**src/rtl/ppubg_pkg.sv**
```systemverilog
// Types and constants shared by the background dot renderer modules.
package ppubg_pkg;

    localparam int DOT_W         = 9;
    localparam int DOTS_PER_LINE = 341;
    localparam int VRAM_W        = 15;
    localparam int FETCH_ADDR_W  = 14;
    localparam int CFG_INDEX_W   = 3;
    localparam int CFG_DATA_W    = 15;

    localparam logic [DOT_W-1:0] DOT_LAST        = DOT_W'(DOTS_PER_LINE - 1);
    localparam logic [DOT_W-1:0] DOT_VBL         = 9'd1;
    localparam logic [DOT_W-1:0] DOT_SHIFT_FIRST = 9'd2;
    localparam logic [DOT_W-1:0] DOT_Y_INC       = 9'd256;
    localparam logic [DOT_W-1:0] DOT_H_RELOAD    = 9'd257;
    localparam logic [DOT_W-1:0] DOT_V_FIRST     = 9'd280;
    localparam logic [DOT_W-1:0] DOT_V_LAST      = 9'd304;
    localparam logic [DOT_W-1:0] DOT_PRE_FIRST   = 9'd321;
    localparam logic [DOT_W-1:0] DOT_PRE_LAST    = 9'd337;
    localparam logic [DOT_W-1:0] DOT_NT_EXTRA    = 9'd338;
    localparam logic [DOT_W-1:0] DOT_ODD_SKIP    = 9'd339;
    localparam logic [DOT_W-1:0] VISIBLE_DOTS    = 9'd256;

    // Position of a dot inside the eight-dot fetch group.
    localparam logic [2:0] PHASE_NT    = 3'd0;
    localparam logic [2:0] PHASE_AT    = 3'd2;
    localparam logic [2:0] PHASE_PL    = 3'd4;
    localparam logic [2:0] PHASE_PH    = 3'd6;
    localparam logic [2:0] PHASE_INC_X = 3'd7;

    localparam logic [FETCH_ADDR_W-1:0] NT_BASE = 14'h2000;
    localparam logic [FETCH_ADDR_W-1:0] AT_BASE = 14'h23C0;

    typedef enum logic [2:0] {
        KIND_NT   = 3'd0,
        KIND_AT   = 3'd1,
        KIND_PL   = 3'd2,
        KIND_PH   = 3'd3,
        KIND_NONE = 3'd4
    } kind_t;

    typedef enum logic [CFG_INDEX_W-1:0] {
        CFG_SHOW_BG   = 3'd0,
        CFG_SHOW_SPR  = 3'd1,
        CFG_PT_SEL    = 3'd2,
        CFG_NMI_EN    = 3'd3,
        CFG_FINE_X    = 3'd4,
        CFG_TEMP_ADDR = 3'd5
    } cfg_reg_t;

    typedef struct packed {
        logic                    fetch_valid;
        logic [FETCH_ADDR_W-1:0] fetch_address;
        logic [1:0]              fetch_kind;
        logic                    pixel_valid;
        logic [7:0]              pixel_x;
        logic [7:0]              pixel_y;
        logic [3:0]              palette_index;
        logic                    vblank_flag;
        logic                    nmi_pulse;
        logic                    frame_done;
    } result_t;

endpackage

```
**src/rtl/ppubg_out_skid.sv**
```systemverilog
// Two-entry output register with skid slot for the renderer's result transfers.
module ppubg_out_skid
(
    input  logic                clk,
    input  logic                rst_n,
    input  logic                push,
    input  ppubg_pkg::result_t  push_data,
    output logic                full,
    output logic                out_valid,
    input  logic                out_stall,
    output ppubg_pkg::result_t  out_data
);

    logic               main_valid_reg;
    logic               skid_valid_reg;
    ppubg_pkg::result_t main_reg;
    ppubg_pkg::result_t skid_reg;
    logic               take;

    assign take      = main_valid_reg && !out_stall;
    assign full      = skid_valid_reg;
    assign out_valid = main_valid_reg;
    assign out_data  = main_reg;

    always_ff @(posedge clk or negedge rst_n)
    begin
        if (!rst_n)
        begin
            main_valid_reg <= 1'b0;
            skid_valid_reg <= 1'b0;
        end
        else if (take)
        begin
            if (skid_valid_reg)
            begin
                skid_valid_reg <= 1'b0;
            end
            else
            begin
                main_valid_reg <= push;
            end
        end
        else if (push)
        begin
            if (main_valid_reg)
            begin
                skid_valid_reg <= 1'b1;
            end
            else
            begin
                main_valid_reg <= 1'b1;
            end
        end
    end

    // A push only happens while the skid slot is empty.
    always_ff @(posedge clk)
    begin
        if (take)
        begin
            if (skid_valid_reg)
            begin
                main_reg <= skid_reg;
            end
            else if (push)
            begin
                main_reg <= push_data;
            end
        end
        else if (push)
        begin
            if (main_valid_reg)
            begin
                skid_reg <= push_data;
            end
            else
            begin
                main_reg <= push_data;
            end
        end
    end

endmodule

```
**src/rtl/ppu_background_dot_renderer_core.sv**
```systemverilog
// Top level of the background dot renderer: timing counters, scroll address and shifters.
//
// Each input transfer is one video dot and carries the byte returned for the fetch
// requested on the previous dot. The block keeps the dot and line counters, the odd-frame
// bit, the 15-bit scroll address, the tile latches, the background shifters and the
// vblank flag, and for every dot it delivers exactly one result: the fetch it requests,
// the background pixel of visible dots, vblank, an NMI pulse and the end-of-frame mark.
// Rate: one dot per clock while in_stall is low. All work for a dot is a single pass of
// short logic from the state registers into the output register, so a new dot is
// taken unless stalled, and its result is registered. The output side has a main register
// and one skid slot; in_stall is a registered flag that rises only when both hold results,
// so a stalled consumer holds the input back after one extra dot has been absorbed.
// Configuration writes are always ready and must be made while no dot is in flight.
// LAST_LINE sets the last post-render line (260 for 262-line, up to 310 for 312-line
// timing) and with it the width of the line counter; the pre-render line is line minus one.
module ppu_background_dot_renderer_core
#(
    parameter int LAST_LINE = 260
)
(
    input  logic                                  clk,
    input  logic                                  rst_n,
    input  logic                                  in_valid,
    output logic                                  in_stall,
    input  logic [7:0]                            read_data,
    input  logic                                  cfg_valid,
    output logic                                  cfg_ready,
    input  logic [ppubg_pkg::CFG_INDEX_W-1:0]     cfg_index,
    input  logic [ppubg_pkg::CFG_DATA_W-1:0]      cfg_data,
    output logic                                  out_valid,
    input  logic                                  out_stall,
    output logic                                  fetch_valid,
    output logic [ppubg_pkg::FETCH_ADDR_W-1:0]    fetch_address,
    output logic [1:0]                            fetch_kind,
    output logic                                  pixel_valid,
    output logic [7:0]                            pixel_x,
    output logic [7:0]                            pixel_y,
    output logic [3:0]                            palette_index,
    output logic                                  vblank_flag,
    output logic                                  nmi_pulse,
    output logic                                  frame_done
);

    // The line counter holds the line number plus one, so the pre-render line is zero.
    localparam int LINE_W = $clog2(LAST_LINE + 2);
    localparam logic [LINE_W-1:0] LINE_PRE   = LINE_W'(0);
    localparam logic [LINE_W-1:0] LINE_POST  = LINE_W'(241);
    localparam logic [LINE_W-1:0] LINE_VBL   = LINE_W'(242);
    localparam logic [LINE_W-1:0] LINE_WRAP  = LINE_W'(LAST_LINE + 1);
    localparam logic [LINE_W-1:0] LINE_ONE   = LINE_W'(1);

    localparam int VW = ppubg_pkg::VRAM_W;
    localparam int AW = ppubg_pkg::FETCH_ADDR_W;

    // Configuration registers.
    logic          show_bg_reg;
    logic          show_spr_reg;
    logic          pt_sel_reg;
    logic          nmi_en_reg;
    logic [2:0]    fine_x_reg;
    logic [VW-1:0] temp_addr_reg;

    // Dot state.
    logic [ppubg_pkg::DOT_W-1:0] dot_reg,  dot_next;
    logic [LINE_W-1:0]           line_reg, line_next;
    logic                        odd_reg,  odd_next;
    logic [VW-1:0]               v_reg,    v_next;
    logic [7:0]                  nt_reg,   nt_next;
    logic [1:0]                  at_reg,   at_next;
    logic [7:0]                  pl_reg,   pl_next;
    logic [7:0]                  ph_reg,   ph_next;
    logic [15:0]                 pshift_reg [2];
    logic [15:0]                 pshift_next [2];
    logic [15:0]                 ashift_reg [2];
    logic [15:0]                 ashift_next [2];
    logic                        vblank_reg, vblank_next;
    ppubg_pkg::kind_t            pend_reg, pend_next;
    logic [1:0]                  quad_reg, quad_next;

    ppubg_pkg::result_t          result;
    ppubg_pkg::result_t          out_data;
    logic                        skid_full;
    logic                        in_accept;

    assign cfg_ready = 1'b1;
    assign in_stall  = skid_full;
    assign in_accept = in_valid && !skid_full;

    function automatic logic [VW-1:0] step_coarse_x(input logic [VW-1:0] v);
        logic [VW-1:0] r;
        if (v[4:0] == 5'h1F)
        begin
            r = (v & 15'h7FE0) ^ 15'h0400;
        end
        else
        begin
            r = v + 15'd1;
        end
        return r;
    endfunction

    function automatic logic [VW-1:0] step_y(input logic [VW-1:0] v);
        logic [VW-1:0] r;
        logic [4:0]    cy;
        logic          nt_y;
        cy   = v[9:5];
        nt_y = v[11];
        if (v[14:12] != 3'd7)
        begin
            r = v + 15'h1000;
        end
        else
        begin
            // Row 29 is the last tile row of a nametable; rows 30 and 31 hold attributes.
            if (cy == 5'd29)
            begin
                cy   = 5'd0;
                nt_y = ~nt_y;
            end
            else if (cy == 5'd31)
            begin
                cy = 5'd0;
            end
            else
            begin
                cy = cy + 5'd1;
            end
            r = {3'd0, nt_y, v[10], cy, v[4:0]};
        end
        return r;
    endfunction

    always_comb
    begin
        logic          rendering;
        logic          fetch_line;
        logic          pre_line;
        logic          region;
        logic [2:0]    phase;
        logic          fv;
        ppubg_pkg::kind_t fk;
        logic [AW-1:0] faddr;
        logic [AW-1:0] pat_addr;
        logic          nmi;
        logic          fdone;
        logic          skip;
        logic          wrap;
        logic          pv;
        logic [3:0]    bit_sel;
        logic [3:0]    pal;
        logic [LINE_W-1:0] row;

        nt_next     = nt_reg;
        at_next     = at_reg;
        pl_next     = pl_reg;
        ph_next     = ph_reg;
        pshift_next = pshift_reg;
        ashift_next = ashift_reg;
        v_next      = v_reg;
        vblank_next = vblank_reg;
        quad_next   = quad_reg;
        odd_next    = odd_reg;
        fv          = 1'b0;
        fk          = ppubg_pkg::KIND_NT;
        faddr       = '0;
        nmi         = 1'b0;
        fdone       = 1'b0;

        // Store the byte of the previous dot's fetch first.
        case (pend_reg)
            ppubg_pkg::KIND_NT: nt_next = read_data;
            ppubg_pkg::KIND_AT:
            begin
                case (quad_reg)
                    2'd0:    at_next = read_data[1:0];
                    2'd1:    at_next = read_data[3:2];
                    2'd2:    at_next = read_data[5:4];
                    default: at_next = read_data[7:6];
                endcase
            end
            ppubg_pkg::KIND_PL: pl_next = read_data;
            ppubg_pkg::KIND_PH: ph_next = read_data;
            default: ;
        endcase

        rendering  = show_bg_reg | show_spr_reg;
        fetch_line = line_reg < LINE_POST;
        pre_line   = line_reg == LINE_PRE;
        region     = (dot_reg >= ppubg_pkg::DOT_SHIFT_FIRST && dot_reg <= ppubg_pkg::DOT_H_RELOAD)
                  || (dot_reg >= ppubg_pkg::DOT_PRE_FIRST && dot_reg <= ppubg_pkg::DOT_PRE_LAST);
        phase      = dot_reg[2:0] - 3'd1;
        pat_addr   = {1'b0, pt_sel_reg, nt_next, 1'b0, v_reg[14:12]};

        if (fetch_line)
        begin
            if (region)
            begin
                if (show_bg_reg)
                begin
                    for (int i = 0; i < 2; i++)
                    begin
                        pshift_next[i] = {pshift_reg[i][14:0], 1'b0};
                        ashift_next[i] = {ashift_reg[i][14:0], 1'b0};
                    end
                end
                case (phase)
                    ppubg_pkg::PHASE_NT:
                    begin
                        pshift_next[0] = {pshift_next[0][15:8], pl_next};
                        pshift_next[1] = {pshift_next[1][15:8], ph_next};
                        ashift_next[0] = {ashift_next[0][15:8], {8{at_next[0]}}};
                        ashift_next[1] = {ashift_next[1][15:8], {8{at_next[1]}}};
                        fv    = 1'b1;
                        fk    = ppubg_pkg::KIND_NT;
                        faddr = ppubg_pkg::NT_BASE | {2'b00, v_reg[11:0]};
                    end
                    ppubg_pkg::PHASE_AT:
                    begin
                        fv        = 1'b1;
                        fk        = ppubg_pkg::KIND_AT;
                        faddr     = ppubg_pkg::AT_BASE | {2'b00, v_reg[11:10], 10'd0}
                                  | {8'd0, v_reg[9:7], 3'd0} | {11'd0, v_reg[4:2]};
                        quad_next = {v_reg[6], v_reg[1]};
                    end
                    ppubg_pkg::PHASE_PL:
                    begin
                        fv    = 1'b1;
                        fk    = ppubg_pkg::KIND_PL;
                        faddr = pat_addr;
                    end
                    ppubg_pkg::PHASE_PH:
                    begin
                        fv    = 1'b1;
                        fk    = ppubg_pkg::KIND_PH;
                        faddr = pat_addr | 14'h0008;
                    end
                    ppubg_pkg::PHASE_INC_X:
                    begin
                        if (rendering)
                        begin
                            v_next = step_coarse_x(v_reg);
                        end
                    end
                    default: ;
                endcase
                if (rendering && dot_reg == ppubg_pkg::DOT_Y_INC)
                begin
                    v_next = step_y(v_next);
                end
                if (rendering && dot_reg == ppubg_pkg::DOT_H_RELOAD)
                begin
                    v_next = (v_next & 15'h7BE0) | (temp_addr_reg & 15'h041F);
                end
            end
            else if (dot_reg == ppubg_pkg::DOT_NT_EXTRA || dot_reg == ppubg_pkg::DOT_LAST)
            begin
                fv    = 1'b1;
                fk    = ppubg_pkg::KIND_NT;
                faddr = ppubg_pkg::NT_BASE | {2'b00, v_reg[11:0]};
            end
            if (pre_line)
            begin
                if (dot_reg == ppubg_pkg::DOT_VBL)
                begin
                    vblank_next = 1'b0;
                end
                if (rendering && dot_reg >= ppubg_pkg::DOT_V_FIRST
                    && dot_reg <= ppubg_pkg::DOT_V_LAST)
                begin
                    v_next = (v_next & 15'h041F) | (temp_addr_reg & 15'h7BE0);
                end
            end
        end
        else if (line_reg == LINE_VBL && dot_reg == ppubg_pkg::DOT_VBL)
        begin
            vblank_next = 1'b1;
            nmi         = nmi_en_reg;
        end

        // Pixel from the shifters after this dot's shift and load.
        pv      = show_bg_reg && dot_reg < ppubg_pkg::VISIBLE_DOTS
               && line_reg != LINE_PRE && fetch_line;
        bit_sel = 4'd15 - {1'b0, fine_x_reg};
        pal     = {ashift_next[1][bit_sel], ashift_next[0][bit_sel],
                   pshift_next[1][bit_sel], pshift_next[0][bit_sel]};
        row     = line_reg - LINE_ONE;

        pend_next = fv ? fk : ppubg_pkg::KIND_NONE;

        // On the pre-render line of an odd frame the idle dot at the end is skipped.
        skip = pre_line && odd_reg && dot_reg == ppubg_pkg::DOT_ODD_SKIP;
        wrap = skip || dot_reg == ppubg_pkg::DOT_LAST;
        if (wrap)
        begin
            dot_next = '0;
            if (line_reg == LINE_WRAP)
            begin
                line_next = LINE_PRE;
                fdone     = 1'b1;
                odd_next  = ~odd_reg;
            end
            else
            begin
                line_next = line_reg + LINE_ONE;
            end
        end
        else
        begin
            dot_next  = dot_reg + 9'd1;
            line_next = line_reg;
        end

        result.fetch_valid   = fv;
        result.fetch_address = faddr;
        result.fetch_kind    = fv ? 2'(fk) : 2'd0;
        result.pixel_valid   = pv;
        result.pixel_x       = pv ? dot_reg[7:0] : 8'd0;
        result.pixel_y       = pv ? row[7:0] : 8'd0;
        result.palette_index = pv ? pal : 4'd0;
        result.vblank_flag   = vblank_next;
        result.nmi_pulse     = nmi;
        result.frame_done    = fdone;
    end

    always_ff @(posedge clk or negedge rst_n)
    begin
        if (!rst_n)
        begin
            dot_reg       <= '0;
            line_reg      <= LINE_PRE;
            odd_reg       <= 1'b0;
            v_reg         <= '0;
            nt_reg        <= '0;
            at_reg        <= '0;
            pl_reg        <= '0;
            ph_reg        <= '0;
            pshift_reg[0] <= '0;
            pshift_reg[1] <= '0;
            ashift_reg[0] <= '0;
            ashift_reg[1] <= '0;
            vblank_reg    <= 1'b0;
            pend_reg      <= ppubg_pkg::KIND_NONE;
            quad_reg      <= '0;
        end
        else if (in_accept)
        begin
            dot_reg    <= dot_next;
            line_reg   <= line_next;
            odd_reg    <= odd_next;
            v_reg      <= v_next;
            nt_reg     <= nt_next;
            at_reg     <= at_next;
            pl_reg     <= pl_next;
            ph_reg     <= ph_next;
            pshift_reg <= pshift_next;
            ashift_reg <= ashift_next;
            vblank_reg <= vblank_next;
            pend_reg   <= pend_next;
            quad_reg   <= quad_next;
        end
    end

    always_ff @(posedge clk or negedge rst_n)
    begin
        if (!rst_n)
        begin
            show_bg_reg   <= 1'b0;
            show_spr_reg  <= 1'b0;
            pt_sel_reg    <= 1'b0;
            nmi_en_reg    <= 1'b0;
            fine_x_reg    <= '0;
            temp_addr_reg <= '0;
        end
        else if (cfg_valid)
        begin
            case (ppubg_pkg::cfg_reg_t'(cfg_index))
                ppubg_pkg::CFG_SHOW_BG:   show_bg_reg   <= cfg_data[0];
                ppubg_pkg::CFG_SHOW_SPR:  show_spr_reg  <= cfg_data[0];
                ppubg_pkg::CFG_PT_SEL:    pt_sel_reg    <= cfg_data[0];
                ppubg_pkg::CFG_NMI_EN:    nmi_en_reg    <= cfg_data[0];
                ppubg_pkg::CFG_FINE_X:    fine_x_reg    <= cfg_data[2:0];
                ppubg_pkg::CFG_TEMP_ADDR: temp_addr_reg <= cfg_data[VW-1:0];
                default: ;
            endcase
        end
    end

    ppubg_out_skid u_out_skid
    (
        .clk       (clk),
        .rst_n     (rst_n),
        .push      (in_accept),
        .push_data (result),
        .full      (skid_full),
        .out_valid (out_valid),
        .out_stall (out_stall),
        .out_data  (out_data)
    );

    assign fetch_valid   = out_data.fetch_valid;
    assign fetch_address = out_data.fetch_address;
    assign fetch_kind    = out_data.fetch_kind;
    assign pixel_valid   = out_data.pixel_valid;
    assign pixel_x       = out_data.pixel_x;
    assign pixel_y       = out_data.pixel_y;
    assign palette_index = out_data.palette_index;
    assign vblank_flag   = out_data.vblank_flag;
    assign nmi_pulse     = out_data.nmi_pulse;
    assign frame_done    = out_data.frame_done;

endmodule

```
**config.mk**
```make
export PLATFORM = sky130hd
export DESIGN_NAME = ppu_background_dot_renderer_core
export DESIGN_NICKNAME = d
export VERILOG_FILES = /design/src/rtl/ppubg_pkg.sv /design/src/rtl/ppubg_out_skid.sv /design/src/rtl/ppu_background_dot_renderer_core.sv
export SDC_FILE = /design/constraint.sdc
export NUM_CORES = 1
export LEC_CHECK = 0
export ABC_CLOCK_PERIOD_IN_PS = 4000
export BUFFER_PORTS_ARGS = -buffer_cell sky130_fd_sc_hd__buf_4
export CAP_MARGIN = 20
export CORE_AREA = 2 2 145 147
export DETAILED_ROUTE_END_ITERATION = 10
export DIE_AREA = 0 0 147 149
export GPL_ROUTABILITY_DRIVEN = 0
export PLACE_DENSITY = 0.82
export SLEW_MARGIN = 5
export SYNTH_ARGS = -nofsm -noshare
export SYNTH_HDL_FRONTEND = slang
export SYNTH_SLANG_ARGS = --single-unit
```
**constraint.sdc**
```tcl
create_clock -name clk -period 4 [get_ports clk]
set_clock_uncertainty 0.15 [all_clocks]
set_input_delay 0.4 -clock clk [delete_from_list [all_inputs] [get_ports clk]]
set_output_delay 0.4 -clock clk [all_outputs]
set_load 0.03 [all_outputs]
```
After elaboration in Yosys (flattened, before gate mapping)
Index checks and enable logic that the tools add are counted.
{"block": "totals", "reg_bits": 236, "inputBits": 31, "out_inout_bits": 44, "wordCells": 215}
{"block": "classes", "n_addsub": 8, "n_lt_le_gt_ge": 9, "n_eq_ne": 28, "n_mux": 75, "bitwise_logic": 9, "n_reduce_logical": 43}
{"cell": "2-to-1 mux 15 bit", "n": 14}
{"cell": "2-to-1 mux 41 bit", "n": 5}
{"cell": "2-to-1 mux 32 bit", "n": 6}
{"cell": "case mux 14 bit (4 select lines)", "n": 1}
{"cell": "== test 9 bit, second input constant", "n": 6}
{"cell": "2-to-1 mux 24 bit", "n": 2}
{"cell": "2-to-1 mux 14 bit", "n": 3}
{"cell": "2-to-1 mux 8 bit", "n": 5}
{"cell": "less-or-equal comparator 9 bit, second input constant", "n": 3}
{"cell": "2-to-1 mux 1 bit", "n": 23}
{"cell": "AND reduction 2 bit", "n": 10}
{"cell": "adder 9 x 1 -> 9 bit, second input constant", "n": 2}
{"cell": "greater-or-equal comparator 9 bit, second input constant", "n": 2}
{"cell": "2-to-1 mux 9 bit", "n": 2}
{"cell": "binary-select mux 1 bit (select 4 bit)", "n": 4}
{"cell": "adder 15 x 1 -> 15 bit, second input constant", "n": 1}
{"cell": "adder 15 x 13 -> 15 bit, second input constant", "n": 1}
{"cell": "== test 3 x 2 -> 1 bit, second input constant", "n": 5}
{"cell": "== test 3 bit, second input constant", "n": 5}
{"cell": "== test 5 bit, second input constant", "n": 3}
{"cell": "bitwise OR 11 x 15 -> 15 bit", "n": 1}
{"cell": "bitwise OR 15 x 11 -> 15 bit", "n": 1}
{"cell": "logical AND 1 bit", "n": 14}
{"cell": "bitwise OR 14 x 3 -> 14 bit", "n": 1}
{"cell": "other kinds (33)", "n": 52}

Depth between registers and ports, before layout
Gate-level depths: netlist of run 1.
{"block": "depth", "word_depth": 20, "depth_mapped": 13}

Hierarchy
Synthesis of run 1 repeated with hierarchy kept, for this count alone.
{"block": "hier_totals", "cells_unflattened": 1024, "hier_area_um2": 11636.2}
{"module": "ppu_background_dot_renderer_core", "instances": 1, "cells_per_inst": 886, "area_each_um2": 8533.2, "seq_area_each_um2": 3804.9}
{"module": "ppubg_out_skid", "instances": 1, "cells_per_inst": 138, "area_each_um2": 3103.0, "seq_area_each_um2": 2512.4}

Least setup slack after synthesis of run 1
Ideal clock, no wire load.
{"block": "synth_timing", "path_kind": "register to register", "from": "register u_out_skid.skid_valid_reg (netlist: u_out_skid.full)", "to": "register u_out_skid.main_reg (netlist bit u_out_skid.out_data[0]), enable pin", "arrival_ns": 3.190, "required_time_ns": 3.397, "setup_slack_ns": 0.207, "stages_incl_launch_ff": 5, "period_less_slack_ns": 3.793, "path_cell_list": "dfrtp_1 nor2b_1 clkbuf_1 a21oi_1 a21oi_1"}
{"block": "synth_via", "elab_chain_len": 4}
{"element": "start: declaration", "line_no": "ppubg_out_skid.sv:15", "text": "logic skid_valid_reg;"}
{"element": "start signal: assignment", "line_no": "ppubg_out_skid.sv:30", "text": "skid_valid_reg <= 1'b0;"}
{"element": "start signal: assignment", "line_no": "ppubg_out_skid.sv:36", "text": "skid_valid_reg <= 1'b0;"}
{"element": "start signal: assignment", "line_no": "ppubg_out_skid.sv:47", "text": "skid_valid_reg <= 1'b1;"}
{"element": "zero test 1 bit", "line_no": "ppu_background_dot_renderer_core.sv:87", "text": "assign in_accept = in_valid && !skid_full;"}
{"element": "logical AND 1 bit", "line_no": "ppu_background_dot_renderer_core.sv:87"}
{"element": "nonzero test 2 bit (no source line)"}
{"element": "AND reduction 3 bit (no source line) *"}
{"element": "end signal: assignment", "line_no": "ppubg_out_skid.sv:63", "text": "main_reg <= skid_reg;"}
{"element": "end signal: assignment", "line_no": "ppubg_out_skid.sv:67", "text": "main_reg <= push_data;"}
{"element": "end signal: assignment", "line_no": "ppubg_out_skid.sv:78", "text": "main_reg <= push_data;"}
{"element": "end: declaration", "line_no": "ppubg_out_skid.sv:16", "text": "ppubg_pkg::result_t main_reg;"}
Every way passes the cells marked *; elsewhere a longest branch is shown, timed or not.
A chain may end at the register's enable or synchronous reset.

Worst setup path in the final report of run 1
{"block": "layout_timing", "from": "register dot_reg[1] in the netlist's numbering", "to": "register u_out_skid.main_reg (netlist bit u_out_skid.out_data[3]), data pin"}
{"block": "layout_via", "elab_chain_len": 11}
{"element": "start: declaration", "line_no": "ppu_background_dot_renderer_core.sv:64", "text": "logic [ppubg_pkg::DOT_W-1:0] dot_reg, dot_next;"}
{"element": "start signal: assignment", "line_no": "ppu_background_dot_renderer_core.sv:347", "text": "dot_reg <= dot_next;"}
{"element": "greater-or-equal comparator 9 x 2 -> 1 bit (tied with other cells)", "line_no": "ppu_background_dot_renderer_core.sv:189", "text": "region = (dot_reg >= ppubg_pkg::DOT_SHIFT_FIRST && dot_reg <= ppubg_pkg::DOT_H_RELOAD)"}
{"element": "logical AND 1 bit (tied with other cells)", "line_no": "ppu_background_dot_renderer_core.sv:189"}
{"element": "logical OR 1 bit or 2-to-1 mux 24 bit (tied branches)", "line_no": "ppu_background_dot_renderer_core.sv:190, ppu_background_dot_renderer_core.sv:206"}
{"element": "2-to-1 mux 32 bit", "line_no": "ppu_background_dot_renderer_core.sv:196", "text": "if (region)"}
{"element": "2-to-1 mux 32 bit", "line_no": "ppu_background_dot_renderer_core.sv:194", "text": "if (fetch_line)"}
{"element": "binary-select mux 1 bit (select 4 bit)", "line_no": "ppu_background_dot_renderer_core.sv:285", "text": "pshift_next[1][bit_sel], pshift_next[0][bit_sel]};"}
{"element": "2-to-1 mux 1 bit (not written as such)", "line_no": "ppu_background_dot_renderer_core.sv:285"}
{"element": "2-to-1 mux 4 bit *", "line_no": "ppu_background_dot_renderer_core.sv:319", "text": "result.palette_index = pv ? pal : 4'd0;"}
{"element": "2-to-1 mux 41 bit (on tied branches)", "line_no": "ppubg_out_skid.sv:72, ppubg_out_skid.sv:65"}
{"element": "2-to-1 mux 41 bit (on tied branches)", "line_no": "ppubg_out_skid.sv:70, ppubg_out_skid.sv:61"}
{"element": "2-to-1 mux 41 bit *", "line_no": "ppubg_out_skid.sv:59", "text": "if (take)"}
Every way passes the cells marked *; elsewhere a longest branch is shown, timed or not. The select of a mux whose other input is x is not followed.

==> metrics.yaml, run 1 <==
status: "finished, final reports clean"
finalHoldViolCount: 0
max_slew_margin_pct: 29.1
drv_slew: 0
grt_overflow: 0
cts_root_buf: "clkbuf_16"
fp.dieH_um: 149
clock.fmax_mhz: 272
tightest_slew_ps: 1060
drc: 0
first_pass_iters: 5
maxCapViolations: 0
critPathKind: "flip-flop to flip-flop"
syn_inst: 1093
syn_to_final_growth_pct: 15.6
rsz0062_at_grt: "no"
fin_setup_tns_ps: 0
cts.sinks: 236
grt_pass1_vias: 8806
dpl.hpwl_um: 19100
grt_start_max_net_pins: 95
ios: 75
synthFlopType: "dfrtp_1"
via_per_inst: 6.14
yosysSeqAreaShare_pct: 52.1
timing.final.crit_period_ps: 3680
path_clk_slew_ps: 60
cts_setup_buffers: 0
fin_ws_ps: 318
die-area_mm2: 0.0219
startpoint_type: "flip-flop"
antenna_found_initial: 0
synth_top_area_share_pct: 31.5
htreeDepth: 1
p_leak_nw: 5.84
ys_warn_count: 0
power_density_mw_per_mm2: 744
cp.required_ps: 4120
clk_path_buf_depth: 3
via_count: 8978
crit_path_end_kind: "flip-flop"
netlist_area_mm2: 0.0121
ys_ff_latch: 236
postRouteAntennaNets: 0
portBuffers: 73
synth_nets: 1141
detailedPlace.worstSlack_ps: 424
nets: 1217
clock_latency_ps: 530
synth_area_per_cell_um2: 11.1
core_area_mm2: 0.0206
fin_crit_sh_pct: 92.1
synth_cell_type_count: 85
hp-class: "input pin to flip-flop"
vdd_ir_drop_max_mv: 0.514
drive_gt1_share_pct: 22.8
finalSetupViolCount: 0
total_power_w: 0.0104
yosysTopAreaCell: "dfrtp_1"
rows: 53
arrival_ps: 3800
drt_iter0_drc: 848
wl_per_cell_um: 19.5
cts_buffers: 25
synth_edf_count: 82
initial_core_util_pct: 59.0
cts_tree: "built"
async_flop_share_pct: 65.3
yosys-top-cells-area: "dfrtp_1 32%, edfxtp_1 20%, mux2_2 6.0%, o21ai_0 3.8%, mux2_4 3.8%"
track_usage_pct: 26.1
wirelength_um: 28500
critPathMaxFanout: 12
antennaDiodeCount: 0
grt_pass1_wl_um: 46200
chipWidth_um: 147
-- cells in the mapped netlist, drive strengths merged (3+ instances only) --
| cell | instances |
|---|---|
| nor3 | 14 |
| or4 | 4 |
| o21a | 3 |
| mux2i | 35 |
| a2111oi | 3 |
| a211oi | 8 |
| and4 | 5 |
| a21oi | 68 |
| nand3b | 5 |
| a32o | 3 |
| nand2b | 5 |
| a22o | 7 |
| o211ai | 12 |
| mux4 | 3 |
| xor2 | 8 |
| dfrtp | 153 |
| o22ai | 9 |
| nor3b | 5 |
| xnor2 | 19 |
| nand4 | 4 |
| and2 | 14 |
| nor4 | 3 |
| o31ai | 17 |
| nand2 | 119 |
| nand4b | 10 |
| nor2b | 11 |
| buf | 22 |
| mux2 | 96 |
| clkbuf | 42 |
| a21o | 3 |
| nand3 | 27 |
| inv | 20 |
| ha | 17 |
| and3 | 11 |
| nor4bb | 3 |
| a31oi | 9 |
| nor2 | 78 |
| edfxtp | 82 |
| o21ai | 103 |
-- per-stage QoR --
stage / utilization, % / cells / hold slack (ps) / instance area, um2
floorplan: - / 1093 / -45.6 / 12100
global placement: 62.8 / 1398 / 307 / 12900
detailed placement: 62.8 / 1398 / 316 / 12900
CTS: 68.1 / 1462 / 8.37 / 14000
global route: 68.3 / 1463 / 10.0 / 14000
finish: 68.3 / 1463 / 18.7 / 14000
-- critical path, stage by stage, from the launching register on --
cell       delay [ps]
dfrtp_1           450
inv_1             210
ha_1              490
or3b_2            550
a31oi_1           310
o211ai_1          400
nand4b_1          240
a21oi_1           100
a2111oi_1         390
a21oi_1           120
-- report_power, final --
part	internal (W)	switching (W)	total, W
clock	0.00158	0.000979	0.00256
combinational	0.00159	0.00223	0.00382
sequential	0.00346	0.000600	0.00406
-- cell type report --
class,count,area (um2)
Clock buffer,28,701
Clock inverter,18,224
Fill cell,1503,6520
Inverter,20,75.1
Multi-Input combinational cell,773,5440
Sequential cell,236,6320
Tap cell,275,344
Timing Repair Buffer,113,930
-- metal layers --
metal  track usage [%]  wire, um  vias up
met5                 0         0        -
met1              35.8     12000     4362
met4              7.60       775        0
li1                  -         -     4154
met2              43.6     13800      381
met3              4.01      1900       81
-- timing repair --
action                     4_1_cts  5_1_grt
setup endpoints to repair        0        1
hold endpoints to repair       111        0
resized for setup                0        1
hold buffers                    18        0
-- logic make-up after synthesis --
group	after synthesis	synth area share [%]
DFF	236	52.1
AOI/OAI and AO/OA	269	14.3
xor gates and xnor gates	27	2.01
muxes	134	13.3
and+or+nand+nor	325	13.3
buffers and inverters	84	3.21
other	1	0.0309
adders and majority gates	17	1.75
-- final timing paths --
path / startpoint / to / slack (ps) / cells after the start
max in group asynchronous: rst_n / temp_addr_reg[9] / 2450 / 3
min in group asynchronous: rst_n / pshift_reg[15] / 380 / 2
worst min register to register: odd_reg / odd_reg / 330 / 1
worst max register to register: dot_reg[1] / u_out_skid.out_data[3] / 320 / 9
worst min-delay path: read_data[2] / nt_reg[2] / 20 / 2
worst max-delay path: dot_reg[1] / u_out_skid.out_data[3] / 320 / 9
-- layout by cell type (no fill, tap or decap), types with 4 or more instances in the layout --
| cell | netlist | layout |
|---|---|---|
| nand4_1 | 4 | 4 |
| nand4b_1 | 10 | 10 |
| nand3_1 | 27 | 27 |
| nand2_1 | 119 | 119 |
| a211oi_1 | 4 | 4 |
| nor3b_1 | 5 | 5 |
| and3_1 | 11 | 10 |
| dlygate4sd3_1 | 0 | 18 |
| o22ai_1 | 9 | 9 |
| nor3_1 | 12 | 12 |
| o211ai_1 | 12 | 12 |
| a21oi_4 | 3 | 4 |
| and4_1 | 5 | 5 |
| nor2b_1 | 11 | 11 |
| mux2_4 | 31 | 31 |
| bufinv_16 | 0 | 5 |
| dfrtp_1 | 153 | 152 |
| a22o_1 | 7 | 7 |
| xor2_1 | 8 | 8 |
| a21oi_1 | 64 | 63 |
| mux2i_1 | 35 | 35 |
| clkbuf_16 | 0 | 28 |
| nand3b_1 | 5 | 5 |
| ha_1 | 17 | 17 |
| o21ai_1 | 8 | 8 |
| clkinv_2 | 0 | 6 |
| xnor2_1 | 18 | 18 |
| nand2b_1 | 5 | 5 |
| o31ai_1 | 14 | 14 |
| buf_4 | 5 | 92 |
| and2_1 | 12 | 12 |
| inv_1 | 19 | 19 |
| mux2_2 | 65 | 65 |
| a31oi_1 | 9 | 9 |
| nor2_1 | 75 | 75 |
| o21ai_0 | 93 | 93 |
| edfxtp_1 | 82 | 82 |
Note: power is estimated with default switching activity, not from simulation.
==> inputs of run 2 (changes only) <==
--- a/config.mk
+++ b/config.mk
@@ -8,12 +8,13 @@
 export ABC_CLOCK_PERIOD_IN_PS = 4000
 export BUFFER_PORTS_ARGS = -buffer_cell sky130_fd_sc_hd__buf_4
 export CAP_MARGIN = 20
-export CORE_AREA = 2 2 145 147
+export CORE_AREA = 2 2 142 144
 export DETAILED_ROUTE_END_ITERATION = 10
-export DIE_AREA = 0 0 147 149
+export DIE_AREA = 0 0 144 146
 export GPL_ROUTABILITY_DRIVEN = 0
 export PLACE_DENSITY = 0.82
 export SLEW_MARGIN = 5
 export SYNTH_ARGS = -nofsm -noshare
 export SYNTH_HDL_FRONTEND = slang
+export SYNTH_HIERARCHICAL = 1
 export SYNTH_SLANG_ARGS = --single-unit
==> run 2 against run 1 <==
First-iteration DRC count decreased by 11%. Die area decreased by 4.0%. Largest cell class unchanged. Fmax increased by 0.34%. Sequential share of layout area increased by 2.2 points. Synthesized area decreased by 4.1%. Global-route usage decreased by 1.0 points. Clock-buffer cell count increased by 5.
==> metrics.yaml, run 2 <==
initial_core_util_pct: 60.2
antenna_found_initial: 0
yosys-top-cells-area: "dfrtp_1 33%, edfxtp_1 21%, mux2_2 10%, o21ai_0 3.6%, nor2_1 2.9%"
dpl_cell_area_mm2: 0.0124
grt_pass1_wl_um: 42800
ios: 75
wl_per_cell_um: 19.1
max_slew_margin_pct: 34.5
clock_latency_ps: 520
dpl.hpwl_um: 17600
track_usage_pct: 25.1
first_pass_iters: 6
synth_edf_count: 82
tightest_slew_ps: 982
grt_pass1_vias: 8338
drc: 0
fin_area_mm2: 0.0134
fin_ws_ps: 330
startpoint_type: "flip-flop"
clock.fmax_mhz: 272
cts.sinks: 236
path_cells: "inv_1, ha_1, xnor2_2, nor3_2, and3_1, nand3_1, xnor2_1, ha_1, ha_1, nand4_1, nor4b_1, o21ai_0, o221ai_1"
drt_iter0_drc: 753
core_area_mm2: 0.0193
critPathKind: "flip-flop to flip-flop"
power_density_mw_per_mm2: 762
synth_nets: 1072
final_cells: 1381
cts_tree: "built"
critPathMaxFanout: 11
finalSetupViolCount: 0
yosysMostFrequentCell: "dfrtp_1"
power.switching_w: 0.00375
fin_crit_sh_pct: 91.7
fp.dieH_um: 146
rsz0062_at_grt: "no"
ys_ff_latch: 236
path_clk_slew_ps: 60
cpPeakStageDelay_ps: 540
yosys-top-cells-count: "153 x dfrtp_1, 107 x mux2_2, 89 x nor2_1"
final_cell_mix: "153 x dfrtp_1, 107 x mux2_2, 87 x nor2_1, 87 x buf_4, 84 x o21ai_0"
ys_warn_count: 6
worst_path_most_repeated_cell: "ha_1"
via_count: 8543
arrival_ps: 3940
fin_setup_tns_ps: 0
cp.required_ps: 4270
final_common_cell: "dfrtp_1"
holdWs_ps: 17.0
maxCapViolations: 0
via_per_inst: 6.19
p_seq_share_pct: 39.9
synth_cell_type_count: 89
yosysTopAreaCell: "dfrtp_1"
die-area_mm2: 0.0210
grt_overflow: 0
cts_buffers: 25
cts_root_buf: "clkbuf_16"
timing.final.crit_period_ps: 3670
p_leak_nw: 5.60
synthFlopType: "dfrtp_1"
wirelength_um: 26400
hp-class: "input pin to flip-flop"
nets: 1146
synth_area_per_cell_um2: 11.4
antennaDiodeCount: 0
yosysSeqAreaShare_pct: 54.3
vdd_ir_drop_max_mv: 0.392
power_frac_clock_pct: 23.8
synth_top_area_share_pct: 32.9
drive_gt1_share_pct: 23.8
htreeDepth: 1
crit_path_end_kind: "flip-flop"
postRouteAntennaNets: 0
chipWidth_um: 144
syn_inst: 1024
detailedPlace.worstSlack_ps: 435
finalHoldViolCount: 0
dp_cells: 1322
rows: 51
worst_path_max_delay_cell: "dfrtp_1"
portBuffers: 73
p_sw_share_pct: 36.7
drv_slew: 0
crit_buf_inv: 1
status: "finished, final reports clean"
cts_setup_buffers: 0
syn_to_final_growth_pct: 14.9
p_comb_share_pct: 36.3
clk_path_buf_depth: 3
crit_family: "simple AND/OR/NAND/NOR gates"
cellInternalPower_w: 0.00645
async_flop_share_pct: 65.3
netlist_area_mm2: 0.0116
grt_start_max_net_pins: 110
[run 2: cell count changes after synthesis, sizes merged, moves of 11 or more]
cell    before  now
mux2        96  112
nand2      119   84
nor2        78   90
o21ai      103   86
o31ai       17    6
o211ai      12    1
nand3       27   16
[run 2: path summary, 6_finish.rpt]
kind	from	endpoint	slack, ps	cells past startpoint
min in group asynchronous	rst_n	pl_reg[2]	420	2
setup reg to reg	dot_reg[0]	v_reg[8]	330	13
hold reg to reg	ph_reg[4]	ph_reg[4]	330	2
setup / recovery	dot_reg[0]	v_reg[8]	330	13
max in group asynchronous	rst_n	ashift_reg[14]	2310	3
hold / removal	out_stall	u_out_skid/full	20	3
[run 2: tightest hold or removal path: stages]
cell and delay, ps:
buf_4 140, inv_1 50, a21oi_1 50
[run 2: per-stage QoR]
stage	util (%)	total power, W
floorplan	-	0.00659
global placement	63.9	0.00755
detailed placement	63.9	0.00770
CTS	69.1	0.0102
global route	69.2	0.0107
finish	69.2	0.0102
[run 2: metal layers]
| metal | vias up | share of wire (%) | track usage (%) |
|---|---|---|---|
| met4 | 0 | 3.0 | 7.55 |
| met3 | 71 | 7.0 | 3.85 |
| met5 | - | 0 | 0 |
| met2 | 366 | 47 | 40.1 |
| met1 | 4199 | 43 | 35.6 |
| li1 | 3907 | - | - |
[run 2: cell type report]
| class | count | area (um2) |
|---|---|---|
| repair buffers | 103 | 825 |
| clock buffers | 33 | 676 |
| flip-flops and latches | 236 | 6320 |
| well taps | 265 | 332 |
| fillers | 1380 | 5960 |
| multi-input cells | 711 | 4960 |
| clock inverters | 12 | 185 |
| inverters | 21 | 80.1 |
[run 2: repair_timing]
item	4_1_cts	5_1_grt
hold buffers	14	0
hold endpoints to repair	119	0
gates resized for setup	0	1
endpoints found under the setup margin	0	1
[run 2: power groups by stage]
stage | sequential (W) | clock (W) | combinational [W]
floorplan | 0.00418 | 0 | 0.00241
finish | 0.00406 | 0.00243 | 0.00370
global route | 0.00416 | 0.00257 | 0.00403
global placement | 0.00404 | 0 | 0.00351
CTS | 0.00405 | 0.00246 | 0.00367
detailed placement | 0.00408 | 0 | 0.00362
[run 2: cell families (layout without fill, tap and decap cells)]
logic type,after synthesis,after routing,share of synthesized area [%]
xor gates and xnor gates,24,24,1.81
muxes,144,144,13.9
AOI/OAI and AO/OA,232,232,12.2
DFF,236,236,54.3
buffers and inverters,77,169,3.31
adders and majority gates,17,17,1.83
and+or+nand+nor,293,293,12.6
other,1,1,0.0322
